## src/bpa_pkg.sv

```systemverilog
package bpa_pkg;

  localparam int PFN_W = 20;
  localparam int ORD_W = 4;
  localparam int IN_TDATA_W = 24;
  localparam int OUT_TDATA_W = 24;

  localparam logic REQ_ALLOC = 1'b0;
  localparam logic REQ_FREE = 1'b1;

  typedef enum logic [1:0] {
    ST_OK        = 2'd0,
    ST_EMPTY     = 2'd1,
    ST_BAD_ORDER = 2'd2,
    ST_REFUSED   = 2'd3
  } status_e;

  typedef enum logic [3:0] {
    CMD_NONE     = 4'd0,
    CMD_INIT     = 4'd1,
    CMD_LOAD     = 4'd2,
    CMD_A_SCAN   = 4'd3,
    CMD_A_UNLINK = 4'd4,
    CMD_A_SPLIT  = 4'd5,
    CMD_F_CHECK  = 4'd6,
    CMD_F_READ   = 4'd7,
    CMD_F_MERGE  = 4'd8,
    CMD_F_PUSH   = 4'd9,
    CMD_F_LINK   = 4'd10,
    CMD_DONE     = 4'd11
  } cmd_e;

  typedef struct packed {
    cmd_e    op;
    status_e st;
  } ctl_cmd_t;

  typedef struct packed {
    logic init_last;
    logic is_free;
    logic bad_order;
    logic found;
    logic k_gt_ord;
    logic range_ok;
    logic mark;
    logic k_lt_top;
    logic bud_in_range;
    logic bud_ok;
    logic out_free;
  } dp_flags_t;

endpackage

```

## src/bpa_ctrl.sv

```systemverilog
module bpa_ctrl (
  input  logic                clk_i,
  input  logic                rst_ni,
  input  logic                in_valid_i,
  output logic                in_ready_o,
  input  bpa_pkg::dp_flags_t  flags_i,
  output bpa_pkg::ctl_cmd_t   cmd_o
);

  typedef enum logic [13:0] {
    S_INIT    = 14'b00000000000001,
    S_IDLE    = 14'b00000000000010,
    S_DECODE  = 14'b00000000000100,
    S_A_SCAN  = 14'b00000000001000,
    S_A_UNL   = 14'b00000000010000,
    S_A_SPLIT = 14'b00000000100000,
    S_F_CHK   = 14'b00000001000000,
    S_F_MARK  = 14'b00000010000000,
    S_F_LOOP  = 14'b00000100000000,
    S_F_BUD   = 14'b00001000000000,
    S_F_PUSH  = 14'b00010000000000,
    S_F_LINK  = 14'b00100000000000,
    S_DONE    = 14'b01000000000000,
    S_SPARE   = 14'b10000000000000
  } state_e;

  state_e           state_q, state_d;
  bpa_pkg::status_e st_q, st_d;

  always_comb begin
    state_d    = state_q;
    st_d       = st_q;
    cmd_o.op   = bpa_pkg::CMD_NONE;
    cmd_o.st   = st_q;
    in_ready_o = 1'b0;
    case (state_q)
      S_INIT: begin
        cmd_o.op = bpa_pkg::CMD_INIT;
        if (flags_i.init_last) state_d = S_IDLE;
      end
      S_IDLE: begin
        in_ready_o = 1'b1;
        if (in_valid_i) begin
          cmd_o.op = bpa_pkg::CMD_LOAD;
          state_d  = S_DECODE;
        end
      end
      S_DECODE: begin
        if (flags_i.bad_order) begin
          st_d    = bpa_pkg::ST_BAD_ORDER;
          state_d = S_DONE;
        end else if (flags_i.is_free) begin
          state_d = S_F_CHK;
        end else begin
          state_d = S_A_SCAN;
        end
      end
      S_A_SCAN: begin
        if (flags_i.found) begin
          cmd_o.op = bpa_pkg::CMD_A_SCAN;
          state_d  = S_A_UNL;
        end else begin
          st_d    = bpa_pkg::ST_EMPTY;
          state_d = S_DONE;
        end
      end
      S_A_UNL: begin
        cmd_o.op = bpa_pkg::CMD_A_UNLINK;
        state_d  = S_A_SPLIT;
      end
      S_A_SPLIT: begin
        if (flags_i.k_gt_ord) begin
          cmd_o.op = bpa_pkg::CMD_A_SPLIT;
        end else begin
          st_d    = bpa_pkg::ST_OK;
          state_d = S_DONE;
        end
      end
      S_F_CHK: begin
        cmd_o.op = bpa_pkg::CMD_F_CHECK;
        if (flags_i.range_ok) begin
          state_d = S_F_MARK;
        end else begin
          st_d    = bpa_pkg::ST_REFUSED;
          state_d = S_DONE;
        end
      end
      S_F_MARK: begin
        if (flags_i.mark) begin
          st_d    = bpa_pkg::ST_REFUSED;
          state_d = S_DONE;
        end else begin
          state_d = S_F_LOOP;
        end
      end
      S_F_LOOP: begin
        if (flags_i.k_lt_top && flags_i.bud_in_range) begin
          cmd_o.op = bpa_pkg::CMD_F_READ;
          state_d  = S_F_BUD;
        end else begin
          state_d = S_F_PUSH;
        end
      end
      S_F_BUD: begin
        if (flags_i.bud_ok) begin
          cmd_o.op = bpa_pkg::CMD_F_MERGE;
          state_d  = S_F_LOOP;
        end else begin
          state_d = S_F_PUSH;
        end
      end
      S_F_PUSH: begin
        cmd_o.op = bpa_pkg::CMD_F_PUSH;
        state_d  = S_F_LINK;
      end
      S_F_LINK: begin
        cmd_o.op = bpa_pkg::CMD_F_LINK;
        st_d     = bpa_pkg::ST_OK;
        state_d  = S_DONE;
      end
      S_DONE: begin
        if (flags_i.out_free) begin
          cmd_o.op = bpa_pkg::CMD_DONE;
          state_d  = S_IDLE;
        end
      end
      default: begin
        state_d = S_IDLE;
      end
    endcase
  end

  always_ff @(posedge clk_i or negedge rst_ni) begin
    if (!rst_ni) begin
      state_q <= S_INIT;
      st_q    <= bpa_pkg::ST_OK;
    end else begin
      state_q <= state_d;
      st_q    <= st_d;
    end
  end

endmodule

```

## config.mk

```make
export PLATFORM = sky130hd
export DESIGN_NAME = bpa_ctrl
export DESIGN_NICKNAME = d
export VERILOG_FILES = /design/src/bpa_pkg.sv /design/src/bpa_ctrl.sv
export SDC_FILE = /design/constraint.sdc
export NUM_CORES = 1
export LEC_CHECK = 0
export BUFFER_PORTS_ARGS = -buffer_cell sky130_fd_sc_hd__clkbuf_2
export CAP_MARGIN = 15
export CORE_MARGIN = 10
export CORE_UTILIZATION = 44
export CTS_BUF_LIST = sky130_fd_sc_hd__clkbuf_16
export CTS_CLUSTER_DIAMETER = 150
export DETAILED_ROUTE_END_ITERATION = 12
export PLACE_DENSITY_LB_ADDON = 0.1
export SETUP_SLACK_MARGIN = 0.5
export SLEW_MARGIN = 20
export SYNTH_ARGS = -nofsm -noshare
export SYNTH_HDL_FRONTEND = slang
export SYNTH_SLANG_ARGS = --single-unit
```

## constraint.sdc

```tcl
create_clock -name clk_i -period 2.3 [get_ports clk_i]
set_input_delay 0 -clock clk_i [delete_from_list [all_inputs] [get_ports clk_i]]
set_output_delay 0 -clock clk_i [all_outputs]
set_load 0.02 [all_outputs]
```

* Word level (Yosys, flattened, before mapping)
Index checks and enable logic that the tools add are counted.
Cells by class: equal/unequal tests 21, muxes and demuxes 26, reductions and logical operators 4
Operator list (number):
- one-hot mux 14 bit (13 select lines) | 1
- 2-to-1 mux 14 bit | 4
- 2-to-1 mux 13 bit | 4
- one-hot mux 4 bit (11 select lines) | 1
- 2-to-1 mux 11 bit | 2
- inequality test 2 bit (second input constant) | 8
- equality test 14 x 1 -> 1 bit (second input constant) | 1
- equality test 14 x 10 -> 1 bit (second input constant) | 1
- equality test 14 x 11 -> 1 bit (second input constant) | 1
- equality test 14 x 12 -> 1 bit (second input constant) | 1
- equality test 14 x 13 -> 1 bit (second input constant) | 1
- equality test 14 x 2 -> 1 bit (second input constant) | 1
- equality test 14 x 3 -> 1 bit (second input constant) | 1
- equality test 14 x 4 -> 1 bit (second input constant) | 1
- equality test 14 x 5 -> 1 bit (second input constant) | 1
- equality test 14 x 6 -> 1 bit (second input constant) | 1
- equality test 14 x 7 -> 1 bit (second input constant) | 1
- equality test 14 x 8 -> 1 bit (second input constant) | 1
- equality test 14 x 9 -> 1 bit (second input constant) | 1
- 2-to-1 mux 2 bit | 7
- one-hot mux 2 bit (6 select lines) | 1
- 2-to-1 mux 4 bit | 2
- 2-to-1 mux 7 bit | 1
- 2-to-1 mux 3 bit | 2
- other kinds (5) | 5
Storage, ports and cells: flip-flop bits (word level) 16, bits of input ports 14, output and inout bits 7, word-level logic and storage cells 53

* Depth between registers and ports, before layout
Gate-level depths: netlist of run 1.
depth in word-level cells 3, depth in mapped cells 6

* Worst setup path after synthesis of run 1
Ideal clock, no wire load.
path kind register -> register, from register state_q[12], to register st_q[1], arrival time 2.135 ns, required time 2.174 ns, path slack 0.039 ns, cell stages (with the launch flop) 7, path through dfrtp_1 > buf_6 > or4_4 > or4_4 > a2bb2oi_2 > and2_1 > o32a_1
Between the ends: word-level cells in the longest chain between the ends 3
RTL lines:
- from (decl) | line bpa_ctrl.sv:27 | state_e state_q, state_d;
- from (signal assigned) | line bpa_ctrl.sv:138 | state_q <= state_d;
- equality test 14 x 8 -> 1 bit (tied with other cells) | line bpa_ctrl.sv:36 | case (state_q)
- nonzero test 6 bit (no line) or inequality test 2 bit (tied branches)
- AND reduction 6 bit (no line)
- to (signal assigned) | line bpa_ctrl.sv:136 | st_q <= bpa_pkg::ST_OK;
- to (signal assigned) | line bpa_ctrl.sv:139 | st_q <= st_d;
- to (decl) | line bpa_ctrl.sv:28 | bpa_pkg::status_e st_q, st_d;
Several ways; a longest one is shown, not always the timed one. A chain may end at the register's enable or synchronous reset.

==> key figures, run 1 <==
Clock tree
  • CTS root buf: clkbuf_16
  • Inserted Clock Buffers: 3
  • Clk pin slew, worst setup/hold paths: 50 ps
  • H-tree Lvls: 1
  • Skew-Pair Late Insertion Delay: 250 ps
  • Clock Sinks: 15
  • CTS max path bufs: 2
  • TritonCTS clock tree: built

Status
  • Status: finished, violations left
  • Violated checks: setup timing

Worst setup path
  • CP Max Fanout: 2
  • CP Capture Type: output port
  • Worst EP required: 2300 ps
  • Critical Path Source: state_q[4]$_DFFE_PN0P_
  • Worst path slowest cell: or4_4
  • Reg-to-Reg Start: state_q[4]$_DFFE_PN0P_
  • Critical path class: reg2out
  • R2R depth: 7
  • CP Cell Sequence: or4_4 -> or3_4 -> or4b_4 -> nand4b_1 -> clkbuf_8
  • Register-to-register setup slack: -50 ps
  • Worst Setup Start Kind: register
  • Arr. time, crit path: 2350 ps
  • Crit-path max cell delay: 570 ps
  • Reg2Reg Capture Point: st_q[0]$_DFFE_PN0P_
  • CP Capture Point: cmd_o[2]

Yosys
  • Synth async-reset ratio: 1.000
  • Top cells by area, synth: dfrtp_1, nor4_1, nor2_1, nor3_1, xnor2_1
  • Mapped Nets: 137
  • Synth Flop Type: dfrtp_1
  • Post-Synth XOR/XNOR Area: 0.04855
  • Synth unique cells: 48
  • Mean post-synth cell area: 8.799 sq um
  • Dominant cell type by area after synthesis: dfrtp_1
  • Yosys reg bits: 15
  • Post-synth top area share: 0.3237
  • Mux cell area share after synthesis: 0
  • Simple-Gate Fraction of Synth Area: 0.3908
  • Mapped Cells: 123
  • Largest family of logic cells by synthesized area: simple AND/OR/NAND/NOR gates
  • Compound-Gate Fraction of Synth Area: 0.1514
  • Sequential element share of the synthesized area: 0.3480
  • Post-synth EDFFs: 0
  • YS warnings: 0
  • Adder-cell share of the synthesized area: 0
  • Mapped Area: 1082 sq um

STA
  • Crit path time final: 2352 ps
  • Max_slew headroom: 0.6377
  • Final Skew: 1.766 ps
  • Final setup viols: 3
  • Final Hold Vio Count: 0
  • Max Freq: 425.1 MHz
  • RSZ-0062 raised after global routing: yes
  • Slew Limit Fails: 0
  • Final Cycle Share: 1.023
  • Slew @ Worst Pin: 539.3 ps
  • Setup TNS: -150.2 ps
  • Final worst setup slack: -52.13 ps

Drt
  • DRC: 0
  • Final ANT Viol Nets: 0
  • Routed WL: 4726 um
  • DR WL/cell: 22.08 um
  • Vias: 1,344
  • Met3 WL: 404 um
  • Met2 routed WL: 2288 um
  • DR iter-0 viols: 136
  • Via density: 6.280
  • Metal-1 WL: 1883 um
  • First-pass iteration count of the detailed router: 4
  • Top Layer Used: met4

Global routing
  • Overall routing resource usage: 0.1625
  • Number of global-route vias before repair: 1,339
  • Initial antenna violation count: 0
  • Largest net degree at the start of global routing: 16
  • Global route overflow: 0
  • Global-route wire length before repair: 6637 um

Power and ir drop
  • Clock power share: 0.187
  • Pwr per Cell Area: 943.6 nW/um^2
  • Internal: 1.137 mW
  • Maximum VDD drop: 0.6913 mV
  • Leakage Power: 0.8785 nW
  • Net switching power: 0.7140 mW
  • Sequential share of power: 0.179
  • Comb power frac: 0.633
  • Sw Ratio: 0.3857

Finish
  • Area Overhead vs Synth: 81.27%
  • Commonest non-fill, non-tap cell in the layout: buf_4
  • Commonest cells after routing, fill and taps aside: buf_4, clkbuf_2, dfrtp_1
  • # diodes: 0
  • Final #Nets: 201
  • Post-Layout Cell Count: 214
  • Layout fillers: 115
  • Layout cells sized above 1: 0.5591
  • Final core utilization: 0.8620
  • Area of the multi-input gates: 890.9 sq um
  • Storage element area: 376.6 sq um

Die
  • Starting density of the core: 0.4755
  • Std-Cell Rows: 17
  • Die H: 69.60 um
  • Die area: 4843 sq um
  • Top-Level Pins: 21
  • Floorplan core area: 2276 sq um
  • Die Width: 69.60 um

Min path
  • Worst Hold Class: in2reg

Placement
  • # port buffers: 20
  • Dpl cells: 180
  • GPL Wtd Cong: 0.9176
  • DP HPWL: 2498 um

Job
  • Max-cap violations: 0
[state kept, by name, indices dropped and copies added (netlist names)]
| register | count |
|---|---|
| state_q | 13 |
| st_q | 2 |
[Yosys cell counts, types with 3 or more instances]
cell type	count
a21oi_1	3
nand4_1	3
nor4_1	8
dfrtp_1	14
nand4b_1	3
and2_1	3
inv_1	6
nand2_1	6
nor3_1	7
or4_1	4
xnor2_1	4
o21ai_0	3
nor2_1	10
clkbuf_1	4
[routing by layer]
layer | vias up | track usage
met4 | 0 | 0.06652
li1 | 598 | -
met5 | - | 0
met2 | 76 | 0.2641
met1 | 650 | 0.1967
met3 | 20 | 0.04137
[cell families after synthesis]
logic type      count (synthesis)
flops                          15
simple gates                   67
xor+xnor                        6
compound gates                 21
buf+inv                        14
[what timing repair did]
action | in CTS | in global routing
hold buffers | 7 | 0
setup endpoints to repair | 12 | 14
gates resized for setup | 48 | 16
hold endpoints to repair | 21 | 0
pin swaps | 13 | 12
buffers inserted | 14 | 9
[how the worst min path moves through the flow]
stage                    start                      to  depth (start not counted)
floorplan               rst_ni     st_q[0]$_DFFE_PN0P_                          0
global placement        rst_ni  state_q[9]$_DFFE_PN0P_                          1
detailed placement      rst_ni  state_q[9]$_DFFE_PN0P_                          1
CTS                 flags_i[7]  state_q[4]$_DFFE_PN0P_                          2
global route        flags_i[7]  state_q[4]$_DFFE_PN0P_                          2
finish              flags_i[7]  state_q[4]$_DFFE_PN0P_                          2
[area by class of cell]
type | count | area share
multi-input cells | 94 | 0.4541
inverters | 6 | 0.01148
flip-flops and latches | 15 | 0.1920
well taps | 28 | 0.01786
clock inverters | 1 | 0.002551
repair buffers | 67 | 0.2838
clock buffers | 3 | 0.03827
[power groups by stage]
stage	Sequential [mW]	Clock, mW	Combinational, mW
floorplan	0.345	0	0.420
global placement	0.328	0	0.616
detailed placement	0.329	0	0.623
CTS	0.327	0.348	0.994
global route	0.336	0.367	1.23
finish	0.332	0.347	1.17
[through the flow]
step | cell area (sq um) | total power, mW | worst slack (ps) | hold slack (ps)
3_5_place_dp | 1328 | 0.9515 | 65.73 | -56.52
4_1_cts | 1814 | 1.669 | -31.92 | 41.94
6_report | 1962 | 1.851 | -52.13 | 82.79
5_1_grt | 1962 | 1.936 | -94.48 | 82.03
3_3_place_gp | 1328 | 0.9434 | 124.8 | -60.23
2_1_floorplan | 1125 | 0.7655 | 76.09 | -295.6
[worst max-delay path: cells and delay by family (launching register included)]
kind	cells	cell delay, ps
flip-flops	1	370
AND/OR/NAND/NOR	4	1580
buffers and inverters	1	160
No activity file was read; power rests on OpenSTA's default activity.
==> run 2, diff against run 1 <==
clock period = 2.9 ns   (was 2.3 ns; I/O delays follow)
==> run 2 against run 1 <==
Compared with the run above: the run now ends clean; total power shrank 47%; register-to-register slack gained 610 ps; wire length shrank 33%; clock power shrank 22%; sequential power shrank 12%; first-iteration DRC count shrank 64%; combinational power shrank 64%; global-route usage shrank 3.7 points; critical path depth is the same; via count shrank 18%; final cell count shrank 15%; critical endpoint unchanged; largest cell class unchanged; highest routed layer unchanged.
==> key figures, run 2 (synthesis results as in run 1) <==
Status
  • Status: complete, no violations

Global routing
  • Overall routing resource usage: 0.1255 (-0.03700)
  • Largest net degree at the start of global routing: 16 (unchanged)
  • Initial antenna violation count: 0 (unchanged)
  • Number of global-route vias before repair: 1,053 (-21%)
  • Global-route wire length before repair: 5050 um (-24%)
  • Global route overflow: 0 (unchanged)

Placement
  • GPL Wtd Cong: 0.8457 (-7.8%)
  • Worst slack at placement: 555.8 ps (+490.0 ps)
  • # port buffers: 20 (unchanged)
  • Area after DPL: 1174 sq um (-12%)
  • DP HPWL: 2184 um (-13%)

Clock tree
  • CTS root buf: clkbuf_16
  • CTS max path bufs: 2 (unchanged)
  • Clock Sinks: 15 (unchanged)
  • Inserted Clock Buffers: 3 (unchanged)
  • Clk pin slew, worst setup/hold paths: 50 ps (about the same)
  • H-tree Lvls: 1 (unchanged)
  • TritonCTS clock tree: built
  • Skew-Pair Late Insertion Delay: 250 ps (about the same)

Die
  • Die H: 69.60 um (unchanged)
  • Floorplan core area: 2276 sq um (unchanged)
  • Starting density of the core: 0.4755 (unchanged)
  • Die area: 4843 sq um (unchanged)
  • Die Width: 69.60 um (unchanged)
  • Top-Level Pins: 21 (unchanged)
  • Std-Cell Rows: 17 (unchanged)

Finish
  • Top reg by flops: state_q
  • Commonest non-fill, non-tap cell in the layout: clkbuf_2
  • Final Cell Area: 1443 sq um (-26%)
  • Final core utilization: 0.6339 (-0.2281)
  • Regs by FF count: state_q (13), st_q (2)
  • Final #Nets: 169 (-16%)
  • Layout cells sized above 1: 0.3766 (-0.1825)
  • Storage element area: 385.4 sq um (+2.3%)
  • Area of the multi-input gates: 688.2 sq um (-23%)
  • # diodes: 0 (unchanged)
  • Largest register FFs: 13 (unchanged)
  • Layout fillers: 202 (+76%)
  • Commonest cells after routing, fill and taps aside: clkbuf_2, nor2_1, buf_4
  • Area Overhead vs Synth: 33.29%

Drt
  • Routed WL: 3146 um (-33%)
  • DR WL/cell: 17.29 um (-22%)
  • DR iter-0 viols: 49 (-64%)
  • First-pass iteration count of the detailed router: 4 (unchanged)
  • DRC: 0 (unchanged)
  • Via density: 6.055 (-3.6%)
  • Vias: 1,102 (-18%)
  • Final ANT Viol Nets: 0 (unchanged)

Power and ir drop
  • Sequential share of power: 0.295 (+0.116)
  • Pwr per Cell Area: 686.2 nW/um^2 (-27%)
  • Internal: 0.6053 mW (-47%)
  • Clock power share: 0.275 (+0.088)
  • Maximum VDD drop: 0.3996 mV (-42%)
  • Comb power frac: 0.430 (-0.203)
  • Tot Pwr: 0.9899 mW (-47%)
  • Sw Ratio: 0.3886 (+0.002890)
  • Net switching power: 0.3847 mW (-46%)
  • Leakage Power: 0.6350 nW (-28%)

Worst setup path
  • Crit-path max cell delay: 570 ps (about the same)
  • Arr. time, crit path: 2360 ps (about the same)
  • Worst path slowest cell: or4_4
  • Crit path buffers/inverters: 1 (unchanged)
  • Worst Setup Start Kind: register
  • CP Cell Sequence: or4_4 -> or3_4 -> or4b_4 -> nand4b_1 -> buf_4
  • Delay-heaviest family, CP: simple AND/OR/NAND/NOR gates
  • Critical path class: reg2out
  • Worst EP required: 2900 ps (+600 ps)
  • CP Max Fanout: 4 (+2)
  • CP Capture Type: output port

Min path
  • Worst Hold Class: in2reg

STA
  • RSZ-0062 raised after global routing: yes
  • Slew Limit Fails: 0 (unchanged)
  • Max Freq: 424.6 MHz
  • Final Hold Vio Count: 0 (unchanged)
  • Final setup viols: 0 (-3)
  • Final worst setup slack: 544.6 ps (+596.7 ps)
  • Final Skew: 2.662 ps (+0.8966 ps)
  • Final Cycle Share: 0.8122
  • Max_slew headroom: 0.6104 (-0.02725)
  • Slew @ Worst Pin: 579.0 ps (+39.68 ps)
  • Crit path time final: 2355 ps
  • Setup TNS: 0 ps (+150.2 ps)

Job
  • Max-cap violations: 0 (unchanged)
[run 2: worst reg2reg max path, cell delays in order (launching register included)]
cell and delay [ps]:
dfrtp_1 460, or4b_2 680, or4_4 460, a2bb2oi_2 160, and2_1 190, o32a_1 280
[run 2: layer usage]
layer / global-route usage / vias up / share of wire
met5: 0 / - / 0
met4: 0.06430 / 0 / 0.017
met3: 0.03566 / 8 / 0.052
met2: 0.1835 / 24 / 0.46
met1: 0.1616 / 532 / 0.47
li1: - / 538 / -
[run 2: timing repair]
action | CTS | global route
gates resized for setup | 8 | 11
setup buffers | 6 | 2
hold buffers | 7 | 0
endpoints found under the setup margin | 3 | 5
endpoints found under the hold margin | 20 | 0
[run 2: through the flow]
| step | instances | hold WS, ps |
|---|---|---|
| 5_1_grt | 182 | 48.38 |
| 2_1_floorplan | 123 | -295.6 |
| 3_3_place_gp | 163 | -58.24 |
| 4_1_cts | 180 | 45.05 |
| 3_5_place_dp | 163 | -47.01 |
| 6_report | 182 | 50.46 |
[run 2: worst paths after layout]
kind	start	end	slack (ps)	depth (start not counted)
max	state_q[5]$_DFFE_PN0P_	cmd_o[2]	540	5
max reg2reg	state_q[3]$_DFFE_PN0P_	st_q[1]$_DFFE_PN0P_	560	5
min in group asynchronous	rst_ni	state_q[8]$_DFFE_PN0P_	210	2
max in group asynchronous	rst_ni	state_q[0]$_DFFE_PN1P_	2370	2
min	flags_i[2]	state_q[9]$_DFFE_PN0P_	50	3
min reg2reg	st_q[1]$_DFFE_PN0P_	st_q[1]$_DFFE_PN0P_	510	1
[run 2: final cells by class]
type                            instances  area share
Inverter                                6     0.01561
Timing Repair Buffer                   35      0.1613
Sequential cell                        15      0.2671
Tap cell                               28     0.02428
Clock buffer                            3     0.05204
Multi-Input combinational cell         94      0.4770
Clock inverter                          1    0.002602
[run 2: power groups by stage]
stage | logic, mW | registers [mW] | clock network, mW
finish | 0.426 | 0.292 | 0.272
global route | 0.470 | 0.298 | 0.287
CTS | 0.399 | 0.287 | 0.274
detailed placement | 0.375 | 0.287 | 0
global placement | 0.374 | 0.286 | 0
floorplan | 0.294 | 0.272 | 0
==> run 3, diff against run 2 <==
clock period = 2.33 ns   (was 2.9 ns; I/O delays follow)
==> run 3 against run 2 <==
Compared with the run above: sequential cell count unchanged; worst setup slack worse by 560 ps; largest power group unchanged; sequential share of layout area down 6.3 points; count of clock-buffer cells in the layout unchanged; sequential power up 13%; the run now ends with setup timing left.
==> key figures, run 3 (synthesis results as in run 1) <==
Job
  • Max-cap violations: 0 (unchanged)

Global routing
  • Global-route wire length before repair: 6030 um (+19%)
  • Largest net degree at the start of global routing: 16 (unchanged)
  • Initial antenna violation count: 0 (unchanged)
  • Global route overflow: 0 (unchanged)
  • Overall routing resource usage: 0.1478 (+0.02234)
  • Number of global-route vias before repair: 1,248 (+19%)

Finish
  • Post-Layout Cell Count: 211 (+16%)
  • Largest register FFs: 13 (unchanged)
  • Commonest cells after routing, fill and taps aside: buf_4, clkbuf_2, dfrtp_1
  • Top reg by flops: state_q
  • Regs by FF count: state_q (13), st_q (2)
  • Final core utilization: 0.8098 (+0.1759)
  • Commonest non-fill, non-tap cell in the layout: buf_4
  • Layout fillers: 136 (-33%)
  • Area Overhead vs Synth: 70.29%
  • Final #Nets: 198 (+17%)
  • # diodes: 0 (unchanged)
  • Final Cell Area: 1843 sq um (+28%)
  • Layout cells sized above 1: 0.5246 (+0.1480)

Clock tree
  • CTS root buf: clkbuf_16
  • Skew-Pair Late Insertion Delay: 250 ps (about the same)
  • H-tree Lvls: 1 (unchanged)
  • TritonCTS clock tree: built
  • Clk pin slew, worst setup/hold paths: 50 ps (about the same)
  • CTS max path bufs: 2 (unchanged)
  • Clock Sinks: 15 (unchanged)
  • Inserted Clock Buffers: 3 (unchanged)

Drt
  • DR iter-0 viols: 181 (+270%)
  • Final ANT Viol Nets: 0 (unchanged)
  • DRC: 0 (unchanged)
  • Routed WL: 4606 um (+46%)
  • First-pass iteration count of the detailed router: 4 (unchanged)
  • Via density: 6.270 (+3.6%)
  • Vias: 1,323 (+20%)
  • DR WL/cell: 21.83 um (+26%)

Worst setup path
  • CP Max Fanout: 3 (-1)
  • Arr. time, crit path: 2350 ps (about the same)
  • Register-to-register setup slack: -10 ps (-570 ps)
  • Reg2Reg Capture Point: st_q[1]$_DFFE_PN0P_
  • Worst Setup Start Kind: register
  • R2R depth: 6 (+1)
  • Critical path class: reg2out
  • Reg-to-Reg Start: state_q[7]$_DFFE_PN0P_
  • CP Capture Type: output port
  • Worst EP required: 2330 ps (-570 ps)

STA
  • Final Hold Vio Count: 0 (unchanged)
  • Max Freq: 426.1 MHz
  • Final setup viols: 2 (+2)
  • Setup TNS: -24.12 ps (-24.12 ps)
  • Final worst setup slack: -17.04 ps (-561.7 ps)
  • Slew @ Worst Pin: 463.5 ps (-115.5 ps)
  • Min Hold Slack: 89.19 ps (+38.73 ps)
  • Max_slew headroom: 0.6878 (+0.07732)
  • Slew Limit Fails: 0 (unchanged)
  • Final Skew: 4.579 ps (+1.916 ps)
  • Final Cycle Share: 1.007
  • RSZ-0062 raised after global routing: yes
  • Crit path time final: 2347 ps

Placement
  • Area after DPL: 1320 sq um (+12%)
  • Worst slack at placement: 119.5 ps (-436.3 ps)
  • DP HPWL: 2444 um (+12%)
  • # port buffers: 20 (unchanged)
  • GPL Wtd Cong: 0.9287 (+9.8%)
  • Dpl cells: 179 (+9.8%)

Power and ir drop
  • Leakage Power: 0.8342 nW (+31%)
  • Sw Ratio: 0.3898 (+0.001186)
  • Comb power frac: 0.602 (+0.172)
  • Tot Pwr: 1.698 mW (+71%)
  • Maximum VDD drop: 0.7616 mV (+91%)
  • Clock power share: 0.203 (-0.072)
  • Sequential share of power: 0.194 (-0.101)
  • Net switching power: 0.6617 mW (+72%)
  • Pwr per Cell Area: 921.1 nW/um^2 (+34%)
  • Internal: 1.036 mW (+71%)

Die
  • Std-Cell Rows: 17 (unchanged)
  • Floorplan core area: 2276 sq um (unchanged)
  • Die Width: 69.60 um (unchanged)
  • Die H: 69.60 um (unchanged)
  • Top-Level Pins: 21 (unchanged)
  • Starting density of the core: 0.4755 (unchanged)
  • Die area: 4843 sq um (unchanged)

Min path
  • Worst Hold End: state_q[4]$_DFFE_PN0P_
  • Worst Hold Class: in2reg
  • Hold Path Depth: 2 (-1)
  • Hold path start: flags_i[7]

Status
  • Violated checks: setup timing
  • Status: finished, violations left
-- run 3: what timing repair did --
action	CTS	global route
hold buffers	7	0
endpoints found under the hold margin	21	0
resized for setup	19	35
pin swaps	3	18
setup buffers	11	10
endpoints found under the setup margin	12	17
-- run 3: worst max-delay path by stage --
stage	from	endpoint	slack, ps	cells after the start
floorplan	state_q[1]$_DFFE_PN0P_	st_q[1]$_DFFE_PN0P_	110	6
global placement	state_q[0]$_DFFE_PN1P_	st_q[1]$_DFFE_PN0P_	150	5
detailed placement	state_q[0]$_DFFE_PN1P_	st_q[1]$_DFFE_PN0P_	120	5
CTS	state_q[5]$_DFFE_PN0P_	cmd_o[2]	4	5
global route	state_q[7]$_DFFE_PN0P_	st_q[1]$_DFFE_PN0P_	-70	6
finish	state_q[4]$_DFFE_PN0P_	cmd_o[2]	-20	5
-- run 3: final cells by class --
type / count / area (sq um) / share of cell area
clock buffers: 3 / 75.07 / 0.04073
clock inverters: 1 / 5.005 / 0.002716
inverters: 6 / 22.52 / 0.01222
multi-input cells: 94 / 817.0 / 0.4433
flip-flops and latches: 15 / 376.6 / 0.2043
well taps: 28 / 35.03 / 0.01901
repair buffers: 64 / 511.7 / 0.2777
-- run 3: power groups by stage --
stage	clock network [mW]	logic [mW]	registers [mW]
6_report	0.345	1.02	0.330
3_3_place_gp	0	0.607	0.324
3_5_place_dp	0	0.610	0.326
4_1_cts	0.349	0.732	0.323
2_1_floorplan	0	0.415	0.341
5_1_grt	0.365	1.07	0.333
-- run 3: critical path, cell delays in order, from the launching register on --
cell	delay (ps)
dfrtp_1	380
or4_4	560
or3_4	370
or4b_4	500
nand4b_1	130
clkbuf_8	160
-- run 3: metal layers --
layer | share of wire | vias up | track usage
met3 | 0.061 | 16 | 0.03709
met2 | 0.49 | 64 | 0.2298
met5 | 0 | - | 0
met4 | 0.029 | 0 | 0.06430
li1 | - | 599 | -
met1 | 0.42 | 644 | 0.1862
